[src/rtl/assert_macros.svh]
// ----------------------------------------------------------------------------
// assert_macros.svh
// Clocked assertion macros used by the midpoint unit.
// ----------------------------------------------------------------------------
`ifndef ASSERT_MACROS_SVH
`define ASSERT_MACROS_SVH

// Antecedent implies consequent in the same cycle.
`define ASSERT_SAME(lbl, clk, rstn, ante, cons, msg) \
    lbl: assert property (@(posedge clk) disable iff (!(rstn)) (ante) |-> (cons)) \
        else $error(msg);

// Antecedent implies consequent in the following cycle.
`define ASSERT_NEXT(lbl, clk, rstn, ante, cons, msg) \
    lbl: assert property (@(posedge clk) disable iff (!(rstn)) (ante) |=> (cons)) \
        else $error(msg);

`endif

[src/rtl/swm_pkg.sv]
// ----------------------------------------------------------------------------
// swm_pkg
// Types and constants of the sliding window midpoint unit.
// ----------------------------------------------------------------------------
package swm_pkg;

    // Width of the window length register.
    localparam int CFG_BITS = 7;

    typedef enum logic [2:0] {
        ST_IDLE = 3'b001,
        ST_SCAN = 3'b010,
        ST_SUM  = 3'b100
    } state_t;

    // Control of one window rescan.
    typedef struct packed {
        logic do_max;
        logic do_min;
        logic first;
    } scan_ctl_t;

endpackage

[src/rtl/sliding_window_midpoint_unit.sv]
// ----------------------------------------------------------------------------
// sliding_window_midpoint_unit
// Running max plus min over a sliding window of signed fixed point samples.
// ----------------------------------------------------------------------------
// Usage:
// Samples arrive on the s_ channel as words with a series start flag. Each
// word is written into a ring store. Once window_length samples have been
// seen since the series start, the word yields max plus min of the window on
// the m_ channel; earlier words yield nothing.
// A word that yields nothing leaves the sequencer idle. A word whose extremes
// stay in the window goes through the sum step to its result. When an extreme
// leaves the window, or after a series start or a length write, the window is
// rescanned through the store's single read port, one sample per cycle. s_ready
// is high only while the sequencer is idle; the result sits in an output
// register, so the next word is taken while it waits. A stalled receiver holds
// the result, and a further result waits in the sum step. The cfg_ channel
// writes window_length and is always ready; the user must write it only while
// the block is idle; the block does not enforce this. Reset sets the length to 1,
// starts a new series and drops any pending result; the store needs no clearing.
// ----------------------------------------------------------------------------
module sliding_window_midpoint_unit
    import swm_pkg::*;
#(
    parameter int WINDOW_DEPTH = 64,
    parameter int SAMPLE_BITS  = 32
) (
    input  logic                          aclk,
    input  logic                          aresetn,
    input  logic                          cfg_valid,
    output logic                          cfg_ready,
    input  logic [CFG_BITS-1:0]           cfg_window_length,
    input  logic                          s_valid,
    output logic                          s_ready,
    input  logic                          s_start_series,
    input  logic signed [SAMPLE_BITS-1:0] s_sample,
    output logic                          m_valid,
    input  logic                          m_ready,
    output logic signed [SAMPLE_BITS:0]   m_midpoint_half_units
);

`include "assert_macros.svh"

    localparam int PW = (WINDOW_DEPTH > 1) ? $clog2(WINDOW_DEPTH) : 1;
    localparam int CW = $clog2(WINDOW_DEPTH + 1);
    localparam int XW = (CW > CFG_BITS) ? CW : CFG_BITS;
    localparam logic [PW:0]   DEPTH_P  = (PW + 1)'(WINDOW_DEPTH);
    localparam logic [XW-1:0] DEPTH_X  = XW'(WINDOW_DEPTH);
    localparam logic [CW-1:0] DEPTH_C  = CW'(WINDOW_DEPTH);
    localparam logic [PW-1:0] LAST_POS = PW'(WINDOW_DEPTH - 1);

    state_t                        state_reg, state_next;
    logic [CFG_BITS-1:0]           len_cfg_reg, len_cfg_next;
    logic [PW-1:0]                 wp_reg, wp_next;
    logic [CW-1:0]                 seen_reg, seen_next;
    logic                          max_valid_reg, max_valid_next;
    logic [PW-1:0]                 max_pos_reg, max_pos_next;
    logic [PW-1:0]                 min_pos_reg, min_pos_next;
    logic signed [SAMPLE_BITS-1:0] max_val_reg, max_val_next;
    logic signed [SAMPLE_BITS-1:0] min_val_reg, min_val_next;
    logic [PW-1:0]                 scan_addr_reg, scan_addr_next;
    logic [CW-1:0]                 scan_left_reg, scan_left_next;
    scan_ctl_t                     scan_reg, scan_next;
    logic                          rd_valid_reg, rd_valid_next;
    logic [PW-1:0]                 rd_pos_reg, rd_pos_next;
    logic                          m_valid_reg, m_valid_next;
    logic signed [SAMPLE_BITS:0]   m_mid_reg, m_mid_next;

    logic [XW-1:0]                 len_x;
    logic [XW-1:0]                 len_eff;
    logic [PW:0]                   len_p;
    logic [PW:0]                   lm1_p;
    logic [PW-1:0]                 w_pos;
    logic [PW:0]                   w_p;
    logic [PW:0]                   exp_p;
    logic [PW:0]                   first_p;
    logic [PW-1:0]                 expire_pos;
    logic [PW-1:0]                 first_pos;
    logic [PW-1:0]                 wp_inc;
    logic [PW-1:0]                 scan_inc;
    logic [CW-1:0]                 seen_base;
    logic [CW-1:0]                 seen_new;
    logic                          result_due;
    logic                          valid_eff;
    logic                          hit_max;
    logic                          hit_min;
    logic                          ram_we;
    logic                          ram_re;
    logic [SAMPLE_BITS-1:0]        ram_rdata;
    logic signed [SAMPLE_BITS-1:0] rd_val;
    logic signed [SAMPLE_BITS:0]   sum;

    swm_ram #(
        .WIDTH (SAMPLE_BITS),
        .DEPTH (WINDOW_DEPTH)
    ) u_store (
        .clk   (aclk),
        .we    (ram_we),
        .waddr (w_pos),
        .wdata (s_sample),
        .re    (ram_re),
        .raddr (scan_addr_reg),
        .rdata (ram_rdata)
    );

    // Effective length: zero counts as one, and the store depth caps it.
    assign len_x   = XW'(len_cfg_reg);
    assign len_eff = (len_x == '0) ? XW'(1) : ((len_x > DEPTH_X) ? DEPTH_X : len_x);
    assign len_p   = (PW + 1)'(len_eff);
    assign lm1_p   = len_p - (PW + 1)'(1);

    assign w_pos     = s_start_series ? '0 : wp_reg;
    assign w_p       = {1'b0, w_pos};
    assign wp_inc    = (w_pos == LAST_POS) ? '0 : w_pos + PW'(1);
    assign scan_inc  = (scan_addr_reg == LAST_POS) ? '0 : scan_addr_reg + PW'(1);
    assign valid_eff = s_start_series ? 1'b0 : max_valid_reg;
    assign seen_base = s_start_series ? '0 : seen_reg;
    assign seen_new  = (seen_base < DEPTH_C) ? seen_base + CW'(1) : seen_base;
    assign result_due = XW'(seen_new) >= len_eff;

    // Slot that drops out of the window with this word, and the oldest slot
    // still inside it.
    assign exp_p      = (w_p >= len_p) ? w_p - len_p : w_p + DEPTH_P - len_p;
    assign first_p    = (w_p >= lm1_p) ? w_p - lm1_p : w_p + DEPTH_P - lm1_p;
    assign expire_pos = exp_p[PW-1:0];
    assign first_pos  = first_p[PW-1:0];

    assign hit_max = max_pos_reg == expire_pos;
    assign hit_min = min_pos_reg == expire_pos;
    assign rd_val  = $signed(ram_rdata);
    assign sum     = {max_val_reg[SAMPLE_BITS-1], max_val_reg}
                   + {min_val_reg[SAMPLE_BITS-1], min_val_reg};

    always_comb begin
        state_next     = state_reg;
        len_cfg_next   = len_cfg_reg;
        wp_next        = wp_reg;
        seen_next      = seen_reg;
        max_valid_next = max_valid_reg;
        max_pos_next   = max_pos_reg;
        min_pos_next   = min_pos_reg;
        max_val_next   = max_val_reg;
        min_val_next   = min_val_reg;
        scan_addr_next = scan_addr_reg;
        scan_left_next = scan_left_reg;
        scan_next      = scan_reg;
        rd_valid_next  = 1'b0;
        rd_pos_next    = rd_pos_reg;
        m_valid_next   = m_valid_reg;
        m_mid_next     = m_mid_reg;
        ram_we         = 1'b0;
        ram_re         = 1'b0;

        if (m_valid_reg && m_ready) begin
            m_valid_next = 1'b0;
        end

        case (state_reg)
            ST_IDLE: begin
                if (s_valid) begin
                    ram_we         = 1'b1;
                    wp_next        = wp_inc;
                    seen_next      = seen_new;
                    max_valid_next = valid_eff;
                    scan_addr_next = first_pos;
                    scan_left_next = CW'(len_eff);
                    if (result_due) begin
                        if (!valid_eff) begin
                            scan_next      = '{do_max: 1'b1, do_min: 1'b1, first: 1'b1};
                            max_valid_next = 1'b1;
                            state_next     = ST_SCAN;
                        end else begin
                            if (!hit_max && s_sample >= max_val_reg) begin
                                max_val_next = s_sample;
                                max_pos_next = w_pos;
                            end
                            if (!hit_min && s_sample <= min_val_reg) begin
                                min_val_next = s_sample;
                                min_pos_next = w_pos;
                            end
                            scan_next = '{do_max: hit_max, do_min: hit_min, first: 1'b1};
                            state_next = (hit_max || hit_min) ? ST_SCAN : ST_SUM;
                        end
                    end
                end
            end
            ST_SCAN: begin
                // Reads go out oldest first; their data comes back in the following cycle.
                if (scan_left_reg != '0) begin
                    ram_re         = 1'b1;
                    rd_valid_next  = 1'b1;
                    rd_pos_next    = scan_addr_reg;
                    scan_addr_next = scan_inc;
                    scan_left_next = scan_left_reg - CW'(1);
                end else begin
                    state_next = ST_SUM;
                end
                if (rd_valid_reg) begin
                    if (scan_reg.do_max && (scan_reg.first || rd_val >= max_val_reg)) begin
                        max_val_next = rd_val;
                        max_pos_next = rd_pos_reg;
                    end
                    if (scan_reg.do_min && (scan_reg.first || rd_val <= min_val_reg)) begin
                        min_val_next = rd_val;
                        min_pos_next = rd_pos_reg;
                    end
                    scan_next.first = 1'b0;
                end
            end
            ST_SUM: begin
                if (!m_valid_reg || m_ready) begin
                    m_valid_next = 1'b1;
                    m_mid_next   = sum;
                    state_next   = ST_IDLE;
                end
            end
            default: begin
                state_next = ST_IDLE;
            end
        endcase

        // A new length forces a full rescan at the next result.
        if (cfg_valid) begin
            len_cfg_next   = cfg_window_length;
            max_valid_next = 1'b0;
        end
    end

    always_ff @(posedge aclk) begin
        if (!aresetn) begin
            state_reg     <= ST_IDLE;
            len_cfg_reg   <= CFG_BITS'(1);
            wp_reg        <= '0;
            seen_reg      <= '0;
            max_valid_reg <= 1'b0;
            max_pos_reg   <= '0;
            min_pos_reg   <= '0;
            scan_left_reg <= '0;
            scan_reg      <= '0;
            rd_valid_reg  <= 1'b0;
            m_valid_reg   <= 1'b0;
        end else begin
            state_reg     <= state_next;
            len_cfg_reg   <= len_cfg_next;
            wp_reg        <= wp_next;
            seen_reg      <= seen_next;
            max_valid_reg <= max_valid_next;
            max_pos_reg   <= max_pos_next;
            min_pos_reg   <= min_pos_next;
            scan_left_reg <= scan_left_next;
            scan_reg      <= scan_next;
            rd_valid_reg  <= rd_valid_next;
            m_valid_reg   <= m_valid_next;
        end
    end

    always_ff @(posedge aclk) begin
        max_val_reg   <= max_val_next;
        min_val_reg   <= min_val_next;
        scan_addr_reg <= scan_addr_next;
        rd_pos_reg    <= rd_pos_next;
        m_mid_reg     <= m_mid_next;
    end

    assign cfg_ready             = 1'b1;
    assign s_ready               = state_reg == ST_IDLE;
    assign m_valid               = m_valid_reg;
    assign m_midpoint_half_units = m_mid_reg;

    `ASSERT_SAME(a_rd_in_scan, aclk, aresetn, rd_valid_reg, state_reg == ST_SCAN,
        "store read data returned outside a rescan")
    `ASSERT_NEXT(a_scan_ends, aclk, aresetn, (state_reg == ST_SCAN) && (scan_left_reg == '0),
        state_reg == ST_SUM, "rescan did not hand over to the sum step")
    `ASSERT_SAME(a_sum_valid, aclk, aresetn, state_reg == ST_SUM, max_valid_reg,
        "sum step reached without valid extremes")
    `ASSERT_NEXT(a_sum_out, aclk, aresetn, (state_reg == ST_SUM) && (!m_valid_reg || m_ready),
        m_valid_reg && (state_reg == ST_IDLE), "free output register not loaded by the sum step")

endmodule

[src/rtl/swm_ram.sv]
// ----------------------------------------------------------------------------
// swm_ram
// Generic simple dual-port RAM: one write port, one read port, registered read.
// ----------------------------------------------------------------------------
module swm_ram #(
    parameter int WIDTH = 32,
    parameter int DEPTH = 64,
    localparam int AW = (DEPTH > 1) ? $clog2(DEPTH) : 1
) (
    input  logic             clk,
    input  logic             we,
    input  logic [AW-1:0]    waddr,
    input  logic [WIDTH-1:0] wdata,
    input  logic             re,
    input  logic [AW-1:0]    raddr,
    output logic [WIDTH-1:0] rdata
);

    logic [WIDTH-1:0] mem_reg [DEPTH];
    logic [WIDTH-1:0] rdata_reg;

    always_ff @(posedge clk) begin
        if (we) begin
            mem_reg[waddr] <= wdata;
        end
        if (re) begin
            rdata_reg <= mem_reg[raddr];
        end
    end

    assign rdata = rdata_reg;

endmodule
[config.mk]
export PLATFORM = sky130hd
export DESIGN_NAME = sliding_window_midpoint_unit
export DESIGN_NICKNAME = d
export VERILOG_FILES = /design/src/rtl/swm_pkg.sv /design/src/rtl/sliding_window_midpoint_unit.sv /design/src/rtl/swm_ram.sv
export VERILOG_INCLUDE_DIRS = /design/src /design/src/rtl
export SDC_FILE = /design/constraint.sdc
export NUM_CORES = 2
export LEC_CHECK = 0
export BUFFER_PORTS_ARGS = -buffer_cell sky130_fd_sc_hd__clkbuf_2
export CELL_PAD_IN_SITES_DETAIL_PLACEMENT = 2
export CELL_PAD_IN_SITES_GLOBAL_PLACEMENT = 2
export CORE_MARGIN = 2
export CORE_UTILIZATION = 49
export CTS_CLUSTER_SIZE = 14
export DETAILED_ROUTE_END_ITERATION = 8
export GPL_ROUTABILITY_DRIVEN = 0
export HOLD_SLACK_MARGIN = 0.05
export PLACE_DENSITY = 0.87
export REMOVE_ABC_BUFFERS = 1
export SYNTH_ARGS = -nofsm -noshare
export SYNTH_HDL_FRONTEND = slang
export SYNTH_SLANG_ARGS = --single-unit
[constraint.sdc]
create_clock -name aclk -period 5.6 [get_ports aclk]
set_input_delay 0.84 -clock aclk [delete_from_list [all_inputs] [get_ports aclk]]
set_output_delay 0.84 -clock aclk [all_outputs]
set_load 0.03 [all_outputs]
==> impl_results.md <==
* Outcome: complete, but fails checks
* Worst Hold Class: primary input to register
* Synthesized cell area at 91430 sq um
* Maximum buffer depth of the clock tree at 3
* Setup Viol. Count Final at 0
* Max frequency at 208.6 MHz
* Initial Util at 49.31%
* Critical path, cell by cell: inv_1 -> ha_1 -> nand4_1 -> nor4bb_1 -> o311a_1 -> a211oi_1 -> mux2i_1 -> nor4_4 -> buf_4 -> mux2i_1
* Avg Cell Area, Syn at 17.58 sq um
* Power Dens Cells at 409.3 nW/um^2
* Crit-path max FO at 38
* WS Path Type: register to register
* Total Wirelength at 406700 microns
* Grt total ovfl at 0
* Setup ws final at 0.8056 ns
* Reg2reg start: max_val_reg[31]$_DFFE_PP_
* Top FF cell, synth: edfxtp_1
* All-Layer GR Usage at 42.53%
* R2R depth at 10
* CTS hold repair buffers at 0
* CP Data Required Time at 6.42 ns
* Die Y at 436.0 microns
* Ys async rst share at 0%
* Minimum clock period at 4.794 ns
* Worst R2R Setup Slack at 0.81 ns
* Synth area leaders: edfxtp_1 72%, mux4_2 7.5%, mux2i_1 4.3%
* Post-Layout Cell Count at 8185
* Share of cells above drive strength 1 at 19.72%
* Setup bufs post-CTS at 0
* Period utilization at 85.61%
* WL/cell at 49.69 microns
* LEAKAGE at 34.57 nW
* Unique masters post-synth at 76
* RSZ-0062 raised after global routing: false
* WHS Endpoint: len_cfg_reg[0]$_SDFFE_PN1P_
* Io pins at 81
* Worst slack at placement at 0.8318 ns
* Via Count at 60260
* H-tree lvl count at 4
* Failing checks: max-capacitance violations, max-slew violations
* Remaining DRCs at 0
* Fin nets at 5729
* Register area share after synthesis at 72.94%
* Slowest stage delay, CP at 1.31 ns
* Most Frequent Cell on Critical Path: mux2i_1
* Max_cap viols at 1
* Area Growth Syn to Fin at 13.41%
* Fin. Hold Viols at 0
* Hold depth at 3
* Most common cell in the synthesized netlist: edfxtp_1
* DIE WIDTH at 436.0 microns
* Drt pass-1 iters at 8
* Vias in the first global route at 61440
* Top cells by count, synth: 2189 x edfxtp_1, 391 x mux2i_1, 351 x a21oi_1, 328 x nand2_1, 303 x mux4_2
* Crit path max-delay cell type: nor4bb_1
* YS warnings at 0
* Num rows at 158
* TritonCTS clock tree: done
* Endpoint type of the worst setup path: register
* HP Start: cfg_window_length[0]
* CTS clk-pin slew, worst paths at 0.08 ns
* Peak supply drop at 0.3359 mV
* Max FFs per register at 2048
* Detail Route Antenna Nets at 0
* Total negative slack at 0 ns
* Initial antenna violation count at 50
* Clk root buf: clkbuf_16
* Hold_ws at 0.1500 ns
* Post-synth EDFFs at 2189
* Slew @ Worst Pin at 1.506 ns
* Clock sinks at 2237
* CTS buffer count at 229
* Core Box Area at 185400 sq um
* Final Core Density at 55.92%
* Worst EP arrival at 5.61 ns
* Cells after synthesis at 5202
* DR iter-0 viols at 10330
* FF-to-FF End: max_pos_reg[5]$_SDFFE_PN0P_
* Post_cts resized at 0
* Post-DP HPWL at 238800 microns
* Placed insts at 7745
* Largest net degree at the start of global routing at 114
* Vias per inst at 7.362
* First-pass GRT wire length at 552400 microns
* Number of port buffers at 79
* Die area at 190100 sq um
* Relative slew slack at -1.767%
* Skew final at 0.04242 ns
* Share of the synthesized area in the top cell type at 71.89%
* Worst-Skew Late Latency at 0.92 ns
* CP startpoint kind: register
* Max-slew violations at 4
* Yosys top cell by area: edfxtp_1
* Flop and latch count out of synthesis at 2237
## cells in the final DEF, fill, tap and decap left out, drive strengths merged, types with 10 or more instances in the layout
master / Yosys / final
edfxtp: 2189 / 2189
mux2i: 391 / 391
clkbuf: 138 / 374
a21oi: 351 / 351
nand2: 328 / 328
mux4: 303 / 303
buf: 112 / 236
ha: 183 / 183
o21ai: 175 / 175
nor2: 153 / 153
o22ai: 131 / 131
o221ai: 122 / 122
mux2: 119 / 119
inv: 100 / 109
clkinv: 0 / 103
dfxtp: 48 / 48
nand3: 36 / 36
xnor2: 31 / 31
nand4: 27 / 27
a21o: 24 / 24
nor3: 24 / 24
a211oi: 23 / 23
xor2: 19 / 19
nand2b: 19 / 19
nor2b: 16 / 16
diode: 0 / 15
bufinv: 0 / 13
o21a: 11 / 11
o211ai: 10 / 10
## report_power, final
part | switching (W) | leakage (nW) | internal (W)
combinational | 0.00570 | 11.0 | 0.00253
clock | 0.00729 | 3.45 | 0.00825
sequential | 0.000136 | 20.1 | 0.0185
total | 0.0131 | 34.6 | 0.0293
## metrics by stage
step	total power (W)	area, sq um
after global placement	0.02587	96540
after detailed placement	0.02658	96540
after CTS	0.04208	103600
final	0.04244	103700
after floorplan	0.02429	90420
after global routing	0.04292	103700
## cell type report
cell class	instances	area, sq um
Inverter	100	375.4
Multi-Input combinational cell	2615	23880
Antenna cell	15	37.54
Timing Repair Buffer	315	2537
Clock buffer	295	6095
Sequential cell	2237	66690
Clock inverter	128	974.7
Fill cell	15830	81740
Tap cell	2480	3103
## cell families (layout without fill, tap and decap cells)
family | count (synthesis) | in the layout | share of synthesized area (%)
flip-flops | 2237 | 2237 | 72.94
AO/OA/AOI/OAI | 903 | 903 | 6.042
multiplexers | 813 | 813 | 13.21
AND/OR/NAND/NOR | 662 | 662 | 3.230
buffers and inverters | 350 | 838 | 1.522
adder cells (fa/ha/maj) | 186 | 186 | 2.570
XOR/XNOR | 50 | 50 | 0.4790
other | 1 | 16 | 0.004101
## worst max-delay path by stage
stage	start	to	depth (start not counted)
5_1_grt	max_val_reg[31]$_DFFE_PP_	max_pos_reg[5]$_SDFFE_PN0P_	11
6_report	max_val_reg[31]$_DFFE_PP_	max_pos_reg[5]$_SDFFE_PN0P_	10
2_1_floorplan	scan_addr_reg[0]$_DFFE_PP_	rd_pos_reg[0]$_DFFE_PP_	0
3_5_place_dp	s_sample[19]	max_pos_reg[5]$_SDFFE_PN0P_	11
4_1_cts	max_val_reg[31]$_DFFE_PP_	max_pos_reg[5]$_SDFFE_PN0P_	11
3_3_place_gp	s_start_series	min_val_reg[4]$_DFFE_PP_	16
## critical path, delay by kind of cell (launching register included)
kind | cells | cell delay [ns]
mux | 2 | 0.63
flops | 1 | 0.47
fa+ha+maj | 1 | 0.39
buf+inv | 2 | 0.69
compound gates | 2 | 0.69
simple gates | 3 | 1.81
## routing by layer
| metal | GRT usage [%] | share of wire [%] | vias up |
|---|---|---|---|
| met5 | 0 | 0.051 | - |
| met4 | 25.53 | 7.4 | 30 |
| met3 | 11.36 | 11 | 1434 |
| met2 | 66.00 | 46 | 5451 |
| met1 | 53.81 | 35 | 31740 |
| li1 | - | - | 21600 |
Note: power is estimated with default switching activity, not from simulation.
